`src/rtl/core/jsu_pkg.sv`:
```
`default_nettype none
// ----------------------------------------------------------------------------
// jsu_pkg: shared types and constants for the JSON string unescaper
// Result status codes, job format passed from decoder to expander, sizes.
// ----------------------------------------------------------------------------
package jsu_pkg;

  // Depth of the job queue between decoder and expander
  localparam int unsigned JsuQueueDepth = 4;

  // Status reported with each result transaction
  typedef enum logic [2:0] {
    ST_BYTE       = 3'd0,
    ST_CLOSED     = 3'd1,
    ST_UNTERM_ESC = 3'd2,
    ST_TRUNC_U    = 3'd3,
    ST_BAD_HEX    = 3'd4,
    ST_BAD_ESC    = 3'd5,
    ST_UNTERM     = 3'd6
  } status_e;

  // What the expander has to do with one queued job
  typedef enum logic [1:0] {
    JOB_BYTE   = 2'd0,  // one literal byte in data[7:0]
    JOB_STATUS = 2'd1,  // one final status, no byte
    JOB_CP     = 2'd2   // code point in data, one to three UTF-8 bytes
  } job_kind_e;

  typedef struct packed {
    job_kind_e   kind;
    logic [15:0] data;
    status_e     status;
  } job_t;

  // UTF-8 encoding thresholds and prefixes
  localparam logic [15:0] Utf8TwoByteMin   = 16'h0080;
  localparam logic [15:0] Utf8ThreeByteMin = 16'h0800;
  localparam logic [7:0]  Utf8Lead2        = 8'hC0;
  localparam logic [7:0]  Utf8Lead3        = 8'hE0;
  localparam logic [7:0]  Utf8Cont         = 8'h80;

endpackage : jsu_pkg
`default_nettype wire

```
`src/rtl/core/json_string_unescape_utf8.sv`:
```
`default_nettype none
// Path: an accepted input transaction writes its job into the queue; the
//   expander then loads results from it into the output register.
// Throughput: one input byte per cycle while not full; the expander emits one
//   result per cycle while popped and fed; a \u escape's final digit expands
//   to up to three results. full is high while QueueDepth jobs are queued.
// Reset: asynchronous, active low; clears string state, queue and output valid.
// ----------------------------------------------------------------------------
// json_string_unescape_utf8: JSON string body unescaper with UTF-8 output
// Decoder front end, job queue and result expander in sequence.
// ----------------------------------------------------------------------------
module json_string_unescape_utf8 import jsu_pkg::*; #(
  parameter int unsigned QueueDepth = JsuQueueDepth
) (
  input  wire logic       clk_i,
  input  wire logic       rst_ni,
  input  wire logic       push,
  output logic            full,
  input  wire logic [7:0] in_byte_i,
  input  wire logic       start_req_i,
  input  wire logic       end_of_text_i,
  output logic            empty,
  input  wire logic       pop,
  output logic [7:0]      out_byte_o,
  output logic [2:0]      status_o,
  output logic            last_o
);

  logic job_push, q_full, q_avail, q_pop;
  job_t job_in, job_out;

  assign full = q_full;

  jsu_front u_front (
    .clk_i        (clk_i),
    .rst_ni       (rst_ni),
    .push_i       (push),
    .q_full_i     (q_full),
    .in_byte_i    (in_byte_i),
    .start_req_i  (start_req_i),
    .end_of_text_i(end_of_text_i),
    .job_push_o   (job_push),
    .job_o        (job_in)
  );

  jsu_queue #(.Depth(QueueDepth)) u_queue (
    .clk_i      (clk_i),
    .rst_ni     (rst_ni),
    .wr_en_i    (job_push),
    .wr_data_i  (job_in),
    .full_o     (q_full),
    .rd_en_i    (q_pop),
    .rd_data_o  (job_out),
    .not_empty_o(q_avail)
  );

  jsu_back u_back (
    .clk_i      (clk_i),
    .rst_ni     (rst_ni),
    .job_i      (job_out),
    .job_avail_i(q_avail),
    .job_pop_o  (q_pop),
    .empty_o    (empty),
    .pop_i      (pop),
    .out_byte_o (out_byte_o),
    .status_o   (status_o),
    .last_o     (last_o)
  );

  // Decoder never writes a job into a full queue
  a_no_push_full: assert property (@(posedge clk_i) disable iff (!rst_ni)
    !(job_push && q_full)) else $error("job written into full queue");

  // A multi-byte sequence continues without a gap once its first byte is taken
  a_seq_continues: assert property (@(posedge clk_i) disable iff (!rst_ni)
    (!empty && pop && !last_o) |=> !empty) else $error("UTF-8 sequence broken");

  // Final statuses carry no byte and end the transaction group
  a_status_last: assert property (@(posedge clk_i) disable iff (!rst_ni)
    (!empty && status_o != ST_BYTE) |-> (last_o && out_byte_o == 8'h00))
    else $error("status result malformed");

  // Results only come from queued jobs
  a_pop_has_job: assert property (@(posedge clk_i) disable iff (!rst_ni)
    q_pop |-> q_avail) else $error("job taken from empty queue");

endmodule : json_string_unescape_utf8
`default_nettype wire

```
`src/rtl/core/jsu_front.sv`:
```
`default_nettype none
// ----------------------------------------------------------------------------
// jsu_front: escape decoder
// Tracks the string state one input byte per cycle, unless the queue is full,
// and turns each input transaction into at most one job for the expander.
// ----------------------------------------------------------------------------
module jsu_front import jsu_pkg::*; (
  input  wire logic       clk_i,
  input  wire logic       rst_ni,
  input  wire logic       push_i,
  input  wire logic       q_full_i,
  input  wire logic [7:0] in_byte_i,
  input  wire logic       start_req_i,
  input  wire logic       end_of_text_i,
  output logic            job_push_o,
  output job_t            job_o
);

  typedef enum logic [3:0] {
    MODE_IDLE = 4'b0001,
    MODE_TEXT = 4'b0010,
    MODE_ESC  = 4'b0100,
    MODE_HEX  = 4'b1000
  } mode_e;

  // {invalid, value}: invalid set for any non-hex byte
  function automatic logic [4:0] hex_decode(input logic [7:0] c);
    logic [4:0] r;
    r = 5'b1_0000;
    if (c >= 8'h30 && c <= 8'h39) r = {1'b0, 4'(c - 8'h30)};
    else if (c >= 8'h61 && c <= 8'h66) r = {1'b0, 4'(c - 8'h57)};
    else if (c >= 8'h41 && c <= 8'h46) r = {1'b0, 4'(c - 8'h37)};
    return r;
  endfunction

  mode_e       mode_q, mode_d, mode_eff;
  logic [1:0]  hcnt_q, hcnt_d, hcnt_eff;
  logic [15:0] cp_q, cp_d, cp_eff, cp_next;
  logic        bad_q, bad_d, bad_eff, bad_next;
  logic [4:0]  hex;
  logic        accept;

  assign accept = push_i & ~q_full_i;
  assign hex    = hex_decode(in_byte_i);

  // Start request gives a fresh string before the byte is handled
  always_comb begin
    mode_eff = start_req_i ? MODE_TEXT : mode_q;
    hcnt_eff = start_req_i ? 2'd0 : hcnt_q;
    cp_eff   = start_req_i ? 16'h0 : cp_q;
    bad_eff  = start_req_i ? 1'b0 : bad_q;
  end

  assign cp_next  = {cp_eff[11:0], hex[4] ? 4'h0 : hex[3:0]};
  assign bad_next = bad_eff | hex[4];

  // Next state and job classification
  always_comb begin
    mode_d      = mode_q;
    hcnt_d      = hcnt_q;
    cp_d        = cp_q;
    bad_d       = bad_q;
    job_push_o  = 1'b0;
    job_o.kind   = JOB_BYTE;
    job_o.data   = {8'h00, in_byte_i};
    job_o.status = ST_BYTE;
    if (accept) begin
      mode_d = mode_eff;
      hcnt_d = hcnt_eff;
      cp_d   = cp_eff;
      bad_d  = bad_eff;
      if (mode_eff != MODE_IDLE && end_of_text_i) begin
        job_push_o   = 1'b1;
        job_o.kind   = JOB_STATUS;
        mode_d       = MODE_IDLE;
        case (mode_eff)
          MODE_TEXT: job_o.status = ST_UNTERM;
          MODE_ESC:  job_o.status = ST_UNTERM_ESC;
          default:   job_o.status = ST_TRUNC_U;
        endcase
      end else begin
        case (mode_eff)
          MODE_TEXT: begin
            if (in_byte_i == 8'h22) begin
              job_push_o   = 1'b1;
              job_o.kind   = JOB_STATUS;
              job_o.status = ST_CLOSED;
              mode_d       = MODE_IDLE;
            end else if (in_byte_i == 8'h5C) begin
              mode_d = MODE_ESC;
            end else begin
              job_push_o = 1'b1;
            end
          end
          MODE_ESC: begin
            job_push_o = 1'b1;
            mode_d     = MODE_TEXT;
            case (in_byte_i)
              8'h22, 8'h5C, 8'h2F: job_o.data = {8'h00, in_byte_i};
              8'h62: job_o.data = 16'h0008;
              8'h66: job_o.data = 16'h000C;
              8'h6E: job_o.data = 16'h000A;
              8'h72: job_o.data = 16'h000D;
              8'h74: job_o.data = 16'h0009;
              8'h75: begin
                // \u: begin collecting four hex digits
                job_push_o = 1'b0;
                mode_d     = MODE_HEX;
                hcnt_d     = 2'd0;
                cp_d       = 16'h0;
                bad_d      = 1'b0;
              end
              default: begin
                job_o.kind   = JOB_STATUS;
                job_o.status = ST_BAD_ESC;
                mode_d       = MODE_IDLE;
              end
            endcase
          end
          MODE_HEX: begin
            cp_d  = cp_next;
            bad_d = bad_next;
            if (hcnt_eff == 2'd3) begin
              // fourth digit: emit code point or report a bad digit
              hcnt_d     = 2'd0;
              job_push_o = 1'b1;
              job_o.data = cp_next;
              if (bad_next) begin
                job_o.kind   = JOB_STATUS;
                job_o.status = ST_BAD_HEX;
                mode_d       = MODE_IDLE;
              end else begin
                job_o.kind = JOB_CP;
                mode_d     = MODE_TEXT;
              end
            end else begin
              hcnt_d = hcnt_eff + 2'd1;
            end
          end
          default: ;  // idle: item gives nothing
        endcase
      end
    end
  end

  always_ff @(posedge clk_i or negedge rst_ni) begin
    if (!rst_ni) begin
      mode_q <= MODE_IDLE;
      hcnt_q <= 2'd0;
      cp_q   <= 16'h0;
      bad_q  <= 1'b0;
    end else begin
      mode_q <= mode_d;
      hcnt_q <= hcnt_d;
      cp_q   <= cp_d;
      bad_q  <= bad_d;
    end
  end

endmodule : jsu_front
`default_nettype wire

```
`src/rtl/core/jsu_queue.sv`:
```
`default_nettype none
// ----------------------------------------------------------------------------
// jsu_queue: job queue
// Small register FIFO that decouples the decoder from the expander.
// ----------------------------------------------------------------------------
module jsu_queue import jsu_pkg::*; #(
  parameter int unsigned Depth = JsuQueueDepth
) (
  input  wire logic  clk_i,
  input  wire logic  rst_ni,
  input  wire logic  wr_en_i,
  input  wire job_t  wr_data_i,
  output logic       full_o,
  input  wire logic  rd_en_i,
  output job_t       rd_data_o,
  output logic       not_empty_o
);

  localparam int unsigned PtrW = (Depth > 1) ? $clog2(Depth) : 1;
  localparam int unsigned CntW = $clog2(Depth + 1);

  job_t            slots_q [Depth];
  logic [PtrW-1:0] wr_ptr_q, rd_ptr_q;
  logic [CntW-1:0] cnt_q;
  logic            do_wr, do_rd;

  assign full_o      = (cnt_q == CntW'(Depth));
  assign not_empty_o = (cnt_q != '0);
  assign do_wr       = wr_en_i & ~full_o;
  assign do_rd       = rd_en_i & not_empty_o;
  assign rd_data_o   = slots_q[rd_ptr_q];

  function automatic logic [PtrW-1:0] ptr_inc(input logic [PtrW-1:0] p);
    return (p == PtrW'(Depth - 1)) ? '0 : p + 1'b1;
  endfunction

  // Storage
  always_ff @(posedge clk_i) begin
    if (do_wr) slots_q[wr_ptr_q] <= wr_data_i;
  end

  // Pointers and fill count
  always_ff @(posedge clk_i or negedge rst_ni) begin
    if (!rst_ni) begin
      wr_ptr_q <= '0;
      rd_ptr_q <= '0;
      cnt_q    <= '0;
    end else begin
      if (do_wr) wr_ptr_q <= ptr_inc(wr_ptr_q);
      if (do_rd) rd_ptr_q <= ptr_inc(rd_ptr_q);
      if (do_wr && !do_rd) cnt_q <= cnt_q + 1'b1;
      else if (!do_wr && do_rd) cnt_q <= cnt_q - 1'b1;
    end
  end

endmodule : jsu_queue
`default_nettype wire

```
`src/rtl/core/jsu_back.sv`:
```
`default_nettype none
// ----------------------------------------------------------------------------
// jsu_back: result expander
// Turns each queued job into one to three result transactions and holds
// the current result in an output register.
// ----------------------------------------------------------------------------
module jsu_back import jsu_pkg::*; (
  input  wire logic  clk_i,
  input  wire logic  rst_ni,
  input  wire job_t  job_i,
  input  wire logic  job_avail_i,
  output logic       job_pop_o,
  output logic       empty_o,
  input  wire logic  pop_i,
  output logic [7:0] out_byte_o,
  output logic [2:0] status_o,
  output logic       last_o
);

  logic [1:0] idx_q, idx_d;   // byte position within a code point
  logic [1:0] n_last;         // index of the final byte of the job
  logic       valid_q;
  logic [7:0] byte_q, res_byte;
  status_e    status_q;
  logic       last_q, res_last, load;

  // UTF-8 length of the code point, as index of its last byte
  always_comb begin
    if (job_i.data < Utf8TwoByteMin)        n_last = 2'd0;
    else if (job_i.data < Utf8ThreeByteMin) n_last = 2'd1;
    else                                    n_last = 2'd2;
  end

  // Select the byte for the current position
  always_comb begin
    res_byte = job_i.data[7:0];
    res_last = 1'b1;
    case (job_i.kind)
      JOB_STATUS: res_byte = 8'h00;
      JOB_CP: begin
        res_last = (idx_q == n_last);
        case (n_last)
          2'd0: res_byte = job_i.data[7:0];
          2'd1: res_byte = (idx_q == 2'd0) ? (Utf8Lead2 | {3'b000, job_i.data[10:6]})
                                           : (Utf8Cont | {2'b00, job_i.data[5:0]});
          default: begin
            case (idx_q)
              2'd0:    res_byte = Utf8Lead3 | {4'h0, job_i.data[15:12]};
              2'd1:    res_byte = Utf8Cont | {2'b00, job_i.data[11:6]};
              default: res_byte = Utf8Cont | {2'b00, job_i.data[5:0]};
            endcase
          end
        endcase
      end
      default: ;
    endcase
  end

  // Load a new result when the output register is free or being taken
  assign load      = job_avail_i & (~valid_q | pop_i);
  assign job_pop_o = load & res_last;
  assign idx_d     = load ? (res_last ? 2'd0 : idx_q + 2'd1) : idx_q;

  always_ff @(posedge clk_i or negedge rst_ni) begin
    if (!rst_ni) begin
      valid_q <= 1'b0;
      idx_q   <= 2'd0;
    end else begin
      valid_q <= load | (valid_q & ~pop_i);
      idx_q   <= idx_d;
    end
  end

  // Output payload
  always_ff @(posedge clk_i) begin
    if (load) begin
      byte_q   <= res_byte;
      status_q <= (job_i.kind == JOB_STATUS) ? job_i.status : ST_BYTE;
      last_q   <= res_last;
    end
  end

  assign empty_o    = ~valid_q;
  assign out_byte_o = byte_q;
  assign status_o   = status_q;
  assign last_o     = last_q;

endmodule : jsu_back
`default_nettype wire

```
`config.mk`:
```
export PLATFORM = sky130hd
export DESIGN_NAME = json_string_unescape_utf8
export DESIGN_NICKNAME = d
export VERILOG_FILES = /design/src/rtl/core/jsu_pkg.sv /design/src/rtl/core/json_string_unescape_utf8.sv /design/src/rtl/core/jsu_front.sv /design/src/rtl/core/jsu_queue.sv /design/src/rtl/core/jsu_back.sv
export SDC_FILE = /design/constraint.sdc
export NUM_CORES = 1
export LEC_CHECK = 0
export BUFFER_PORTS_ARGS = -buffer_cell sky130_fd_sc_hd__clkbuf_2
export CELL_PAD_IN_SITES_DETAIL_PLACEMENT = 1
export CELL_PAD_IN_SITES_GLOBAL_PLACEMENT = 1
export CORE_ASPECT_RATIO = 0.5
export CORE_MARGIN = 10
export CORE_UTILIZATION = 45
export DETAILED_ROUTE_END_ITERATION = 6
export HOLD_SLACK_MARGIN = 0.08
export PLACE_DENSITY_LB_ADDON = 0.1
export SKIP_LAST_GASP = 1
export SLEW_MARGIN = 20
export SYNTH_ARGS = -nofsm -noshare
export SYNTH_HDL_FRONTEND = slang
export SYNTH_SLANG_ARGS = --single-unit
```
`constraint.sdc`:
```
create_clock -name clk_i -period 4 [get_ports clk_i]
set_input_delay 0.6 -clock clk_i [delete_from_list [all_inputs] [get_ports clk_i]]
set_output_delay 0.6 -clock clk_i [all_outputs]
set_load 0.05 [all_outputs]
```
Yosys cells after proc, flatten, opt, wreduce, memory -nomap -nowiden. Memory sizes are Yosys's and may differ from the RTL's. Cells that the tools add are included.

Add/sub/neg operators: 9. Multipliers: 0. Divide/modulo/power cells: 0. $lt $le $gt $ge: 8. Equality and inequality tests: 22. Shift-type cells: 0. Multiplexer cells: 62. Bitwise operators: 12. Reductions and logical operators: 14.

Operators with widths (number): 2-to-1 mux 16 bit (4); one-hot mux 16 bit (2 select lines) (2); == test 8 x 7 -> 1 bit, second input constant (7); 2-to-1 mux 21 bit (2); one-hot mux 8 bit (5 select lines) (1); one-hot mux 8 bit (2 select lines) (2); 2-to-1 mux 2 bit (12); 2-to-1 mux 4 bit (6); == test 8 x 6 -> 1 bit, second input constant (2); greater-or-equal comparator 8 x 7 -> 1 bit, second input constant (2); less-or-equal comparator 8 x 7 -> 1 bit, second input constant (2); < comparator 16 x 12 -> 1 bit, second input constant (1); < comparator 16 x 8 -> 1 bit, second input constant (1); 2-to-1 mux 1 bit (15); 2-to-1 mux 3 bit (5); 2-to-1 mux 5 bit (3); one-hot mux 7 bit (2 select lines) (1); one-hot mux 4 bit (3 select lines) (1); one-hot mux 3 bit (3 select lines) (1); OR reduction 9 bit (1); adder 2 x 1 -> 2 bit, second input constant (4); == test 2 bit, second input constant (4); greater-or-equal comparator 8 x 6 -> 1 bit, second input constant (1); less-or-equal comparator 8 x 6 -> 1 bit, second input constant (1); other kinds (27) (46).

Register bits: 45. Latch bits: 0. RAM bits: 84. Memory bits (read-only): 0. Input bits: 14. Output and inout port bits: 14. Word-level logic and storage cells: 140. Memories kept: 1.

Memory list: u_queue.slots_q (words 4, bits a word 21, rd ports 1, clocked after Yosys merged registers in 0, wr ports 1, RTL line jsu_queue.sv:22) `job_t slots_q [Depth];`.

Longest topological paths before layout. Gate-level depths: netlist (run 1).

Depth after elaboration: 11. Mapped depth: 15. Mapped depth without buffers: 14.

Modules after synthesis. A second synthesis (run 1) with hierarchy kept.

Cells, all modules: 451. Area total of the unflattened synthesis: 6242.2 µm².

Modules (own cells, without submodules): jsu_queue (times used 1, cells an instance 147, area each 3498.4 µm², sequential area each 2697.6 µm²); jsu_front (times used 1, cells an instance 194, area each 1680.4 µm², sequential area each 476.7 µm²); jsu_back (times used 1, cells an instance 110, area each 1063.5 µm², sequential area each 435.4 µm²).

Least setup slack after synthesis (run 1). Ideal clock, no wire load.

Path kind: reg-to-reg. Start point: reg u_queue.cnt_q[0]. End point: reg u_queue.cnt_q[1]. Library setup time: 0.125 ns. Data arrival time: 3.578 ns. Data required time: 3.875 ns. Setup slack: 0.297 ns. Cell stages (with the launch flop): 11. Path buffers: 1. Period minus slack after synthesis: 3.703 ns. Cells stage by stage: dfrtp_1 nor3b_1 nand2b_1 clkbuf_1 nor2_1 a21oi_1 inv_1 ha_1 inv_1 fa_1 mux2_2.

Longest elaborated chain between the ends: 8.

Ends and longest elaborated chain: start: declaration (RTL line jsu_queue.sv:24) `logic [CntW-1:0] cnt_q;`; start signal: assignment (RTL line jsu_queue.sv:51) `if (do_wr && !do_rd) cnt_q <= cnt_q + 1'b1;`; start signal: assignment (RTL line jsu_queue.sv:52) `else if (!do_wr && do_rd) cnt_q <= cnt_q - 1'b1;`; == test 3 bit * (RTL line jsu_queue.sv:27) `assign full_o = (cnt_q == CntW'(Depth));`; net full (RTL line json_string_unescape_utf8.sv:18) `output logic full,`; inverter 1 bit * (RTL line jsu_front.sv:43, jsu_queue.sv:29); bitwise AND 1 bit (RTL line jsu_front.sv:43) `assign accept = push_i & ~q_full_i;`; 2-to-1 mux 1 bit (RTL line jsu_front.sv:67) `if (accept) begin`; bitwise AND 1 bit * (RTL line jsu_queue.sv:29) `assign do_wr = wr_en_i & ~full_o;`; net u_queue.do_wr (RTL line jsu_queue.sv:25) `logic do_wr, do_rd;`; zero test 1 bit (RTL line jsu_queue.sv:52); logical AND 1 bit (RTL line jsu_queue.sv:52); nonzero test 2 bit (no line).

Mark *: on every way through the listed nets, which the timed path passes. The rest lies on a longest branch. The select of a mux whose other input is x is not followed. A chain may end at the register's enable or synchronous reset.

Worst setup path in the final report (run 1).
Start point: reg u_queue.rd_ptr_q[0]. End point: reg u_queue.cnt_q[1].

Longest elaborated chain between the ends: 11.

Ends and longest elaborated chain: start: declaration (RTL line jsu_queue.sv:23) `logic [PtrW-1:0] wr_ptr_q, rd_ptr_q;`; start signal: assignment (RTL line jsu_queue.sv:50) `if (do_rd) rd_ptr_q <= ptr_inc(rd_ptr_q);`; memory (4 x 21 bit) *; < comparator 16 x 12 -> 1 bit (RTL line jsu_back.sv:30) `else if (job_i.data < Utf8ThreeByteMin) n_last = 2'd1;`; 2-to-1 mux 2 bit (RTL line jsu_back.sv:30); 2-to-1 mux 2 bit (RTL line jsu_back.sv:29) `if (job_i.data < Utf8TwoByteMin) n_last = 2'd0;`; == test 2 bit (RTL line jsu_back.sv:41) `res_last = (idx_q == n_last);`; 2-to-1 mux 1 bit * (RTL line jsu_back.sv:38) `case (job_i.kind)`; bitwise AND 1 bit * (RTL line jsu_back.sv:61) `assign job_pop_o = load & res_last;`; bitwise AND 1 bit * (RTL line jsu_queue.sv:30) `assign do_rd = rd_en_i & not_empty_o;`; zero test 1 bit (RTL line jsu_queue.sv:51); logical AND 1 bit (RTL line jsu_queue.sv:51); 2-to-1 mux 3 bit or nonzero test 2 bit (tied branches).

Every way passes the cells marked *; elsewhere a longest branch is shown, timed or not.

==> results of run 1 <==
## Yosys cell counts (3+ instances only)
master    count  area [um^2]
edfxtp_1     96         2883
nand2_1      45        168.9
o21ai_0      35        175.2
dfrtp_1      28        700.7
nor2_1       25        93.84
a21oi_1      21        105.1
clkbuf_1     21        78.83
inv_1        20        75.07
ha_1         16        200.2
mux4_2       16        360.4
a22oi_1      15        112.6
and2_1       12        75.07
nor2b_1      11        68.82
a22o_1        9        78.83
nor3_1        9        45.04
a31oi_1       7        43.79
nand3_1       6        30.03
mux2_2        5        56.30
nand2b_1      5        31.28
a211o_1       4        35.03
a21o_1        4        30.03
mux4_1        4        105.1
nor3b_1       4        30.03
o21a_1        4        30.03
a32o_1        3        30.03
o31ai_1       3        22.52
or2_1         3        18.77
xor2_1        3        26.28
## layer usage
metal  GRT usage (%)  vias up  routed length (um)
met2           25.07      103                7317
met4           3.575        0                  85
met5               0        -                   0
li1                -     2007                   -
met1           23.39     2190                8057
met3           4.652        6                 729
## cell families (layout without fill, tap and decap cells)
kind of cell,after synthesis,in the layout
simple gates,141,141
compound gates,137,137
flops,125,125
buf+inv,46,100
mux,29,29
fa+ha+maj,17,17
xor+xnor,4,4
## state kept, by name (all words and copies together) (netlist names)
register / count
u_queue.slots_q: 84
u_front.cp_q: 12
u_back.out_byte_o: 8
u_front.mode_q: 4
u_back.status_o: 3
u_queue.cnt_q: 3
u_back.idx_q: 2
u_front.hcnt_q: 2
u_queue.rd_ptr_q: 2
u_queue.wr_ptr_q: 2
u_back.last_o: 1
u_back.valid_q: 1
u_front.bad_q: 1
## through the flow
step           worst slack, ps  util (%)  instance area, um^2  hold slack (ps)
4_1_cts                  172.2     53.64                 7350            329.1
6_report                 218.7     53.64                 7350            307.1
5_1_grt                  36.63     53.64                 7350            355.0
2_1_floorplan            297.0         -                 6357            304.4
3_5_place_dp             265.6     49.48                 6779            484.7
3_3_place_gp             380.3     49.48                 6779            475.8
## how the worst min path moves through the flow
stage	from	to	slack, ps	cells past startpoint
6_report	rst_ni	u_front.mode_q[2]$_DFFE_PN0P_	310	1
3_3_place_gp	u_queue.cnt_q[2]$_DFFE_PN0P_	u_queue.cnt_q[2]$_DFFE_PN0P_	480	1
5_1_grt	rst_ni	u_front.mode_q[1]$_DFFE_PN0P_	350	1
2_1_floorplan	rst_ni	u_back.idx_q[0]$_DFFE_PN0P_	300	0
3_5_place_dp	u_front.hcnt_q[1]$_DFFE_PN0P_	u_front.hcnt_q[1]$_DFFE_PN0P_	480	1
4_1_cts	rst_ni	u_front.mode_q[1]$_DFFE_PN0P_	330	1
## power groups by stage
stage                     combinational, mW  sequential [mW]  clock, mW
final                                  1.95             1.86       1.49
after CTS                              1.96             1.87       1.51
after floorplan                        1.24             2.07          0
after detailed placement               1.92             1.89          0
after global routing                   2.12             1.89       1.58
after global placement                 1.90             1.88          0
## critical path, cell delays in order, from the launching register on
cell	delay, ps
dfrtp_1	490
buf_4	360
mux4_2	610
nor4_4	310
or4b_1	500
a21oi_2	260
o21ai_2	140
ha_1	250
inv_1	70
fa_1	400
mux2_2	260
## area by class of cell
class	count	share of cell area (%)
clock buffer	23	6.503
clock inverter	8	1.260
inverter	20	1.021
multi-input combinational	328	34.75
sequential	125	49.11
tap	192	3.269
timing repair buffer	49	4.086
==> flow_metrics.py, run 1 <==
metrics = {
    "yosys": {
        "synth_area_mm2": 0.006357,
        "synthArstFlopShare_pct": 23.20,
        "yosys.area_share.simple_pct": 11.75,
        "synth_fa_ha_area_share_pct": 3.464,
        "synth.avg_cell_area_um2": 12.74,
        "syn-instance-count": 499,
        "yosys_most_used_dff": "edfxtp_1",
        "synthesis.nets": 530,
        "synth_top_family_by_area": "compound AO/OA/AOI/OAI gates",
        "synth_seq_area_share_pct": 56.78,
        "synth-xor-area-share_pct": 0.5511,
        "synth_compound_area_share_pct": 15.02,
        "synth_enable_flop_cells": 96,
        "yosysWarnings": 0,
        "ys_types": 75,
        "synth_seq_cells": 125,
        "synthMuxAreaShare_pct": 9.230,
    },
    "sta": {
        "slew_violations": 0,
        "period_share_pct": 94.53,
        "tns_ps": 0,
        "hold_violations": 0,
        "maxSlewHeadroom_pct": 39.34,
        "clock.fmax_mhz": 264.5,
        "rsz0062_at_grt": "no",
        "finalClockSkew_ps": 11.88,
        "tightest_slew_ps": 909.9,
        "finalSetupViolCount": 0,
        "min_period_ps": 3781,
    },
    "detailed_routing": {
        "finalWirelength_um": 16190,
        "dr.first_iter.drc_count": 356,
        "first_pass_iters": 5,
        "vias": 4306,
        "drt-vias-per-instance": 5.780,
        "avgRoutedWirePerCell_um": 21.73,
        "drc_errors": 0,
        "ant_nets": 0,
    },
    "pwr": {
        "clockPowerShare_pct": 28.1,
        "power.density_mw_per_mm2": 720.4,
        "swShare_pct": 35.38,
        "p_total_mw": 5.295,
        "power.share.sequential_pct": 35.2,
        "vdd_drop_max_uv": 341.1,
        "p_leak_nw": 2.770,
        "switchingPower_mw": 1.873,
        "pwr-share-comb_pct": 36.7,
        "p_int_mw": 3.421,
    },
    "grt": {
        "grt_first_pass_wirelength_um": 25670,
        "grt_pass1_vias": 4477,
        "grt_overflow": 0,
        "grt_max_degree": 30,
        "antenna_found_initial": 0,
        "grt.total_usage_pct": 16.68,
    },
    "clock_network": {
        "numCtsBuffers": 17,
        "cts_setup_buffers": 0,
        "postCtsHoldBufs": 0,
        "cts_sinks": 125,
        "ctsResizeCount": 0,
        "tritoncts": "yes",
        "h-tree-depth": 4,
        "clkTransAtPathRegs_ps": 60,
        "insertion_delay_ps": 410,
        "root_buffer": "clkbuf_16",
        "clockBufferDepth": 2,
    },
    "setup_path": {
        "r2r_cells": 10,
        "worstSetupPathType": "flop to flop",
        "startpoint_type": "flop",
        "path_max_fanout": 17,
        "rr_startpoint": "u_queue.rd_ptr_q[0]$_DFFE_PN0P_",
        "worst_setup_path_end_kind": "flop",
        "cp.arrival_ps": 4080,
        "crit_path_start": "u_queue.rd_ptr_q[0]$_DFFE_PN0P_",
        "setup.worst_path.end": "u_queue.cnt_q[1]$_DFFE_PN0P_",
        "crit_required_ps": 4290,
        "rrSetupSlack_ps": 220,
        "r2r-end": "u_queue.cnt_q[1]$_DFFE_PN0P_",
    },
    "cells_and_area": {
        "multi_input_area_mm2": 0.002554,
        "drive_gt1_share_pct": 20.80,
        "layout.cells.non_filler": 745,
        "n_antenna_cell": 0,
        "area_growth_pct": 15.61,
        "final_common_cell": "edfxtp_1",
        "fillCellCount": 1403,
        "seqCellArea_mm2": 0.003610,
        "layout.nets": 572,
        "final_cell_mix": "edfxtp_1 (96), nand2_1 (45), o21ai_0 (35)",
    },
    "floorplanning": {
        "num_io_pins": 28,
        "fp.coreArea_mm2": 0.01370,
        "die_w_um": 188.1,
        "dieHeight_um": 104.0,
        "fp.dieArea_mm2": 0.01957,
        "std_cell_rows": 30,
        "start_util_pct": 46.40,
    },
    "placed_design": {
        "hpwl_um": 11220,
        "portBuffers": 27,
        "place_congestion": 0.8511,
        "dp.cells": 714,
    },
    "min_path": {
        "hold_class": "input port to asynchronous set/reset pin",
    },
    "flow_run": {
        "cap_viol_max_count": 0,
    },
    "outcome": {
        "status": "complete, no violations",
    },
}
Note: power is estimated with default switching activity, not from simulation.
==> run 2, diff against run 1 <==
--- a/config.mk
+++ b/config.mk
@@ -13,6 +13,7 @@
 export CORE_UTILIZATION = 45
 export DETAILED_ROUTE_END_ITERATION = 6
 export HOLD_SLACK_MARGIN = 0.08
+export MAX_ROUTING_LAYER = met4
 export PLACE_DENSITY_LB_ADDON = 0.1
 export SKIP_LAST_GASP = 1
 export SLEW_MARGIN = 20
==> run 2 against run 1 <==
Final area unchanged. Clock power hardly changed. Total power is essentially flat. Core utilization is the same. First-iteration DRC count shrank 4.2%. Combinational power about the same. Sequential power about the same. Routed wire length rose by 0.44%. Non-clock buffer count unchanged. Critical endpoint unchanged. Critical path depth did not move. Register-to-register slack is essentially flat. Via count rose by 0.42%.
==> flow_metrics.py, run 2 (same netlist as run 1, synthesis figures left out) <==
metrics = {
    "grt": {
        "grt.total_usage_pct": 17.18,
        "grt_pass1_vias": 4476,
        "grt_first_pass_wirelength_um": 25670,
        "antenna_found_initial": 0,
        "grt_max_degree": 30,
        "grt_overflow": 0,
    },
    "clock_network": {
        "insertion_delay_ps": 420,
        "clockBufferDepth": 2,
        "clkTransAtPathRegs_ps": 60,
        "tritoncts": "yes",
        "root_buffer": "clkbuf_16",
        "postCtsHoldBufs": 0,
        "ctsResizeCount": 0,
        "h-tree-depth": 4,
        "cts_setup_buffers": 0,
        "numCtsBuffers": 17,
        "cts_sinks": 125,
    },
    "setup_path": {
        "worstSetupPathType": "flop to flop",
        "startpoint_type": "flop",
        "crit_path_start": "u_queue.rd_ptr_q[0]$_DFFE_PN0P_",
        "worst_setup_path_end_kind": "flop",
        "rrSetupSlack_ps": 220,
        "r2r_cells": 10,
        "crit_required_ps": 4300,
        "cp.arrival_ps": 4080,
        "rr_startpoint": "u_queue.rd_ptr_q[0]$_DFFE_PN0P_",
        "path_max_fanout": 17,
    },
    "detailed_routing": {
        "drc_errors": 0,
        "vias": 4324,
        "drt-vias-per-instance": 5.804,
        "finalWirelength_um": 16260,
        "dr.first_iter.drc_count": 341,
        "first_pass_iters": 5,
        "ant_nets": 0,
        "avgRoutedWirePerCell_um": 21.83,
    },
    "cells_and_area": {
        "postLayoutCoreUtil_pct": 53.64,
        "largest_reg_flops": 84,
        "drive_gt1_share_pct": 20.80,
        "layout.nets": 572,
        "n_antenna_cell": 0,
        "final_cell_mix": "edfxtp_1 (96), nand2_1 (45), o21ai_0 (35)",
        "layout.cells.non_filler": 745,
        "area_growth_pct": 15.61,
        "top_register": "u_queue.slots_q",
        "final_common_cell": "edfxtp_1",
        "fillCellCount": 1403,
    },
    "pwr": {
        "clockPowerShare_pct": 28.1,
        "switchingPower_mw": 1.876,
        "power.share.sequential_pct": 35.2,
        "p_int_mw": 3.421,
        "swShare_pct": 35.41,
        "pwr-share-comb_pct": 36.7,
        "p_leak_nw": 2.770,
        "p_total_mw": 5.297,
        "vdd_drop_max_uv": 347.4,
        "power.density_mw_per_mm2": 720.7,
    },
    "sta": {
        "hold_violations": 0,
        "min_period_ps": 3780,
        "slew_violations": 0,
        "finalSetupViolCount": 0,
        "finalClockSkew_ps": 12.66,
        "clock.fmax_mhz": 264.6,
        "period_share_pct": 94.49,
        "tightest_slew_ps": 929.7,
        "maxSlewHeadroom_pct": 38.02,
        "tns_ps": 0,
        "rsz0062_at_grt": "no",
        "worst_hold_slack_ps": 310.7,
    },
    "placed_design": {
        "portBuffers": 27,
        "place_congestion": 0.8646,
        "dp.cells": 714,
        "hpwl_um": 11220,
    },
    "floorplanning": {
        "dieHeight_um": 104.0,
        "start_util_pct": 46.40,
        "num_io_pins": 28,
        "fp.coreArea_mm2": 0.01370,
        "std_cell_rows": 30,
        "die_w_um": 188.1,
        "fp.dieArea_mm2": 0.01957,
    },
    "outcome": {
        "status": "complete, no violations",
    },
    "min_path": {
        "hold_class": "input port to asynchronous set/reset pin",
    },
    "flow_run": {
        "cap_viol_max_count": 0,
    },
}
-- run 2: area by class of cell --
class | count | area [um^2] | area share (%)
tap | 192 | 240.2 | 3.269
sequential | 125 | 3610 | 49.11
multi-input combinational | 328 | 2554 | 34.75
inverter | 20 | 75.07 | 1.021
clock buffer | 23 | 478.0 | 6.503
clock inverter | 8 | 92.59 | 1.260
timing repair buffer | 49 | 300.3 | 4.086
-- run 2: stage by stage --
stage,setup WS [ps],area (um^2)
floorplan,297.0,6357
global placement,380.3,6779
detailed placement,265.6,6779
CTS,172.2,7350
global route,43.76,7350
finish,220.2,7350
-- run 2: path summary, 6_finish.rpt --
| kind | to |
|---|---|
| min | u_front.mode_q[1]$_DFFE_PN0P_ |
| min reg2reg | u_front.hcnt_q[1]$_DFFE_PN0P_ |
| max | u_queue.cnt_q[1]$_DFFE_PN0P_ |
| max in group asynchronous | u_front.cp_q[8]$_DFFE_PN0P_ |
| min in group clk_i | u_back.valid_q$_DFF_PN0_ |
| max reg2reg | u_queue.cnt_q[1]$_DFFE_PN0P_ |
-- run 2: routing by layer --
| metal | up-vias | share of wire (%) | GRT usage [%] |
|---|---|---|---|
| met3 | 12 | 5.5 | 4.284 |
| met5 | - | 0 | - |
| met4 | 0 | 0.87 | 4.257 |
| met2 | 102 | 44 | 25.15 |
| met1 | 2201 | 49 | 23.35 |
| li1 | 2009 | - | - |
-- run 2: worst max-delay path: stages (launching register included) --
cell and delay (ps):
dfrtp_1 490, buf_4 360, mux4_2 620, nor4_4 310
or4b_1 500, a21oi_2 260, o21ai_2 140, ha_1 250
inv_1 70, fa_1 400, mux2_2 260
-- run 2: power by group through the flow --
stage	clock network (mW)	logic, mW	registers (mW)
floorplan	0	1.24	2.07
global placement	0	1.90	1.88
detailed placement	0	1.92	1.89
CTS	1.51	1.96	1.87
global route	1.58	2.12	1.89
finish	1.49	1.94	1.86
==> run 3, diff against run 2 <==
--- a/config.mk
+++ b/config.mk
@@ -8,10 +8,11 @@
 export BUFFER_PORTS_ARGS = -buffer_cell sky130_fd_sc_hd__clkbuf_2
 export CELL_PAD_IN_SITES_DETAIL_PLACEMENT = 1
 export CELL_PAD_IN_SITES_GLOBAL_PLACEMENT = 1
-export CORE_ASPECT_RATIO = 0.5
+export CORE_ASPECT_RATIO = 2
 export CORE_MARGIN = 10
 export CORE_UTILIZATION = 45
 export DETAILED_ROUTE_END_ITERATION = 6
+export GPL_TIMING_DRIVEN = 0
 export HOLD_SLACK_MARGIN = 0.08
 export MAX_ROUTING_LAYER = met4
 export PLACE_DENSITY_LB_ADDON = 0.1
==> run 3 against run 2 <==
Largest cell class unchanged. Final cell count increased by 0.27%. Die area unchanged. Critical path depth increased by 1. Via count increased by 2.4%. Sequential power about the same. Clock skew decreased by 6.8 ps. Hold slack got worse by 28 ps. Total power increased by 4.8%. Sequential cell count unchanged. Register-to-register slack got worse by 30 ps. Sequential share of layout area decreased by 0.59 points. Non-clock buffer count increased by 4.
==> flow_metrics.py, run 3 (same netlist as run 1, synthesis figures left out) <==
metrics = {
    "setup_path": {
        "critical_path.cell_chain": "clkbuf_2, clkbuf_1, or4_1, o21ai_1, nor2_1, a21oi_2, inv_1, ha_1, inv_1, fa_1, mux2_2",
        "cp_common_cell": "inv_1",
        "crit_required_ps": 4300,
        "path_max_fanout": 10,
        "worstSetupPathType": "input port to flop",
        "cp.arrival_ps": 4110,
        "startpoint_type": "input port",
        "critPathTopFamily": "compound AO/OA/AOI/OAI gates",
        "cp_num_buf_inv": 4,
        "max_stage_delay_ps": 630,
        "worst_setup_path_end_kind": "flop",
        "slowest_stage": "or4_1",
    },
    "cells_and_area": {
        "drive_gt1_share_pct": 19.53,
        "layout.nets": 576,
        "n_antenna_cell": 0,
        "final_area_mm2": 0.007440,
        "top_register": "u_queue.slots_q",
        "final_cell_mix": "edfxtp_1 (96), nand2_1 (45), o21ai_0 (35)",
        "final_common_cell": "edfxtp_1",
        "fillCellCount": 1445,
        "largest_reg_flops": 84,
        "area_growth_pct": 17.02,
        "layout.cells.non_filler": 747,
        "postLayoutCoreUtil_pct": 53.56,
    },
    "clock_network": {
        "cts_setup_buffers": 0,
        "tritoncts": "yes",
        "clkTransAtPathRegs_ps": 60,
        "clockBufferDepth": 2,
        "h-tree-depth": 4,
        "cts_sinks": 125,
        "root_buffer": "clkbuf_16",
        "insertion_delay_ps": 410,
        "numCtsBuffers": 17,
    },
    "floorplanning": {
        "die_w_um": 104.0,
        "start_util_pct": 45.77,
        "fp.dieArea_mm2": 0.01957,
        "num_io_pins": 28,
        "std_cell_rows": 61,
        "fp.coreArea_mm2": 0.01389,
        "dieHeight_um": 188.1,
    },
    "grt": {
        "grt.total_usage_pct": 18.59,
        "grt_first_pass_wirelength_um": 27240,
        "antenna_found_initial": 0,
        "grt_max_degree": 30,
        "grt_overflow": 0,
        "grt_pass1_vias": 4904,
    },
    "detailed_routing": {
        "drc_errors": 0,
        "dr.first_iter.drc_count": 171,
        "first_pass_iters": 4,
        "vias": 4428,
        "ant_nets": 0,
        "finalWirelength_um": 17260,
        "avgRoutedWirePerCell_um": 23.10,
        "drt-vias-per-instance": 5.928,
    },
    "sta": {
        "maxSlewHeadroom_pct": 35.89,
        "period_share_pct": 95.35,
        "finalClockSkew_ps": 5.904,
        "worst_hold_slack_ps": 282.8,
        "rsz0062_at_grt": "no",
        "min_period_ps": 3814,
        "clock.fmax_mhz": 262.2,
        "tightest_slew_ps": 954.3,
        "slew_violations": 0,
        "finalSetupViolCount": 0,
        "hold_violations": 0,
    },
    "pwr": {
        "p_leak_nw": 2.766,
        "pwr-share-comb_pct": 36.5,
        "swShare_pct": 34.65,
        "power.share.sequential_pct": 33.5,
        "vdd_drop_max_uv": 302.8,
        "switchingPower_mw": 1.922,
        "power.density_mw_per_mm2": 745.9,
        "p_int_mw": 3.626,
        "p_total_mw": 5.549,
        "clockPowerShare_pct": 30.1,
    },
    "placed_design": {
        "dp.cells": 716,
        "portBuffers": 27,
        "hpwl_um": 13080,
        "place_area_mm2": 0.006784,
        "place_congestion": 0.9017,
    },
    "min_path": {
        "hold_class": "input port to asynchronous set/reset pin",
    },
    "flow_run": {
        "cap_viol_max_count": 0,
    },
    "outcome": {
        "status": "complete, no violations",
    },
}
run 3: cell type report:
cell class,instances,area (um^2),share of cell area (%)
plain buffers,25,128.9,1.732
clock buffers,20,456.7,6.139
clock inverters,12,191.4,2.573
inverters,20,75.07,1.009
multi-input cells,328,2595,34.88
flip-flops and latches,125,3610,48.52
well taps,189,236.5,3.179
repair buffers,28,146.4,1.968
run 3: path summary, 6_finish.rpt:
| kind | from | end | slack (ps) | cells after the start |
|---|---|---|---|---|
| max in group asynchronous | rst_ni | u_front.mode_q[1]$_DFFE_PN0P_ | 3180 | 1 |
| worst max register to register | u_queue.rd_ptr_q[0]$_DFFE_PN0P_ | u_queue.cnt_q[1]$_DFFE_PN0P_ | 190 | 11 |
| worst max-delay path | start_req_i | u_queue.cnt_q[1]$_DFFE_PN0P_ | 190 | 11 |
| worst min register to register | u_front.bad_q$_DFFE_PN0P_ | u_front.bad_q$_DFFE_PN0P_ | 510 | 1 |
| worst min-delay path | rst_ni | u_back.idx_q[1]$_DFFE_PN0P_ | 280 | 1 |
| min in group clk_i | pop | u_back.valid_q$_DFF_PN0_ | 410 | 2 |
run 3: power groups by stage:
stage               sequential (mW)  clock [mW]  combinational [mW]
finish                         1.86        1.67                2.02
global route                   1.88        1.76                2.17
CTS                            1.86        1.70                2.03
detailed placement             1.88           0                2.02
global placement               1.87           0                1.91
floorplan                      2.07           0                1.24
run 3: metrics by stage:
step	TNS, ps	setup WS, ps
after floorplan	0	297.0
after global placement	-76860	-976.9
after detailed placement	-778.8	-428.0
after CTS	0	64.81
after global routing	0	44.52
final	0	186.0
run 3: worst register-to-register path, stage by stage (launching register included):
cell and delay, ps:
dfrtp_1 360, buf_6 150, buf_12 150, mux4_2 590, nor4_4 570, or4b_1 500
a21oi_2 220, o21ai_2 140, ha_1 260, inv_1 70, fa_1 410, mux2_2 270
run 3: routing by layer:
metal / GRT usage (%) / wire [um] / up-vias
li1: - / - / 2022
met1: 15.90 / 5917 / 2248
met2: 35.37 / 10020 / 107
met3: 3.777 / 416 / 51
met4: 11.68 / 906 / 0
met5: - / 0 / -
run 3: timing repair:
action                                  CTS  global route
endpoints found under the setup margin    2             1
resized for setup                         3             2
hold buffers                              0             0
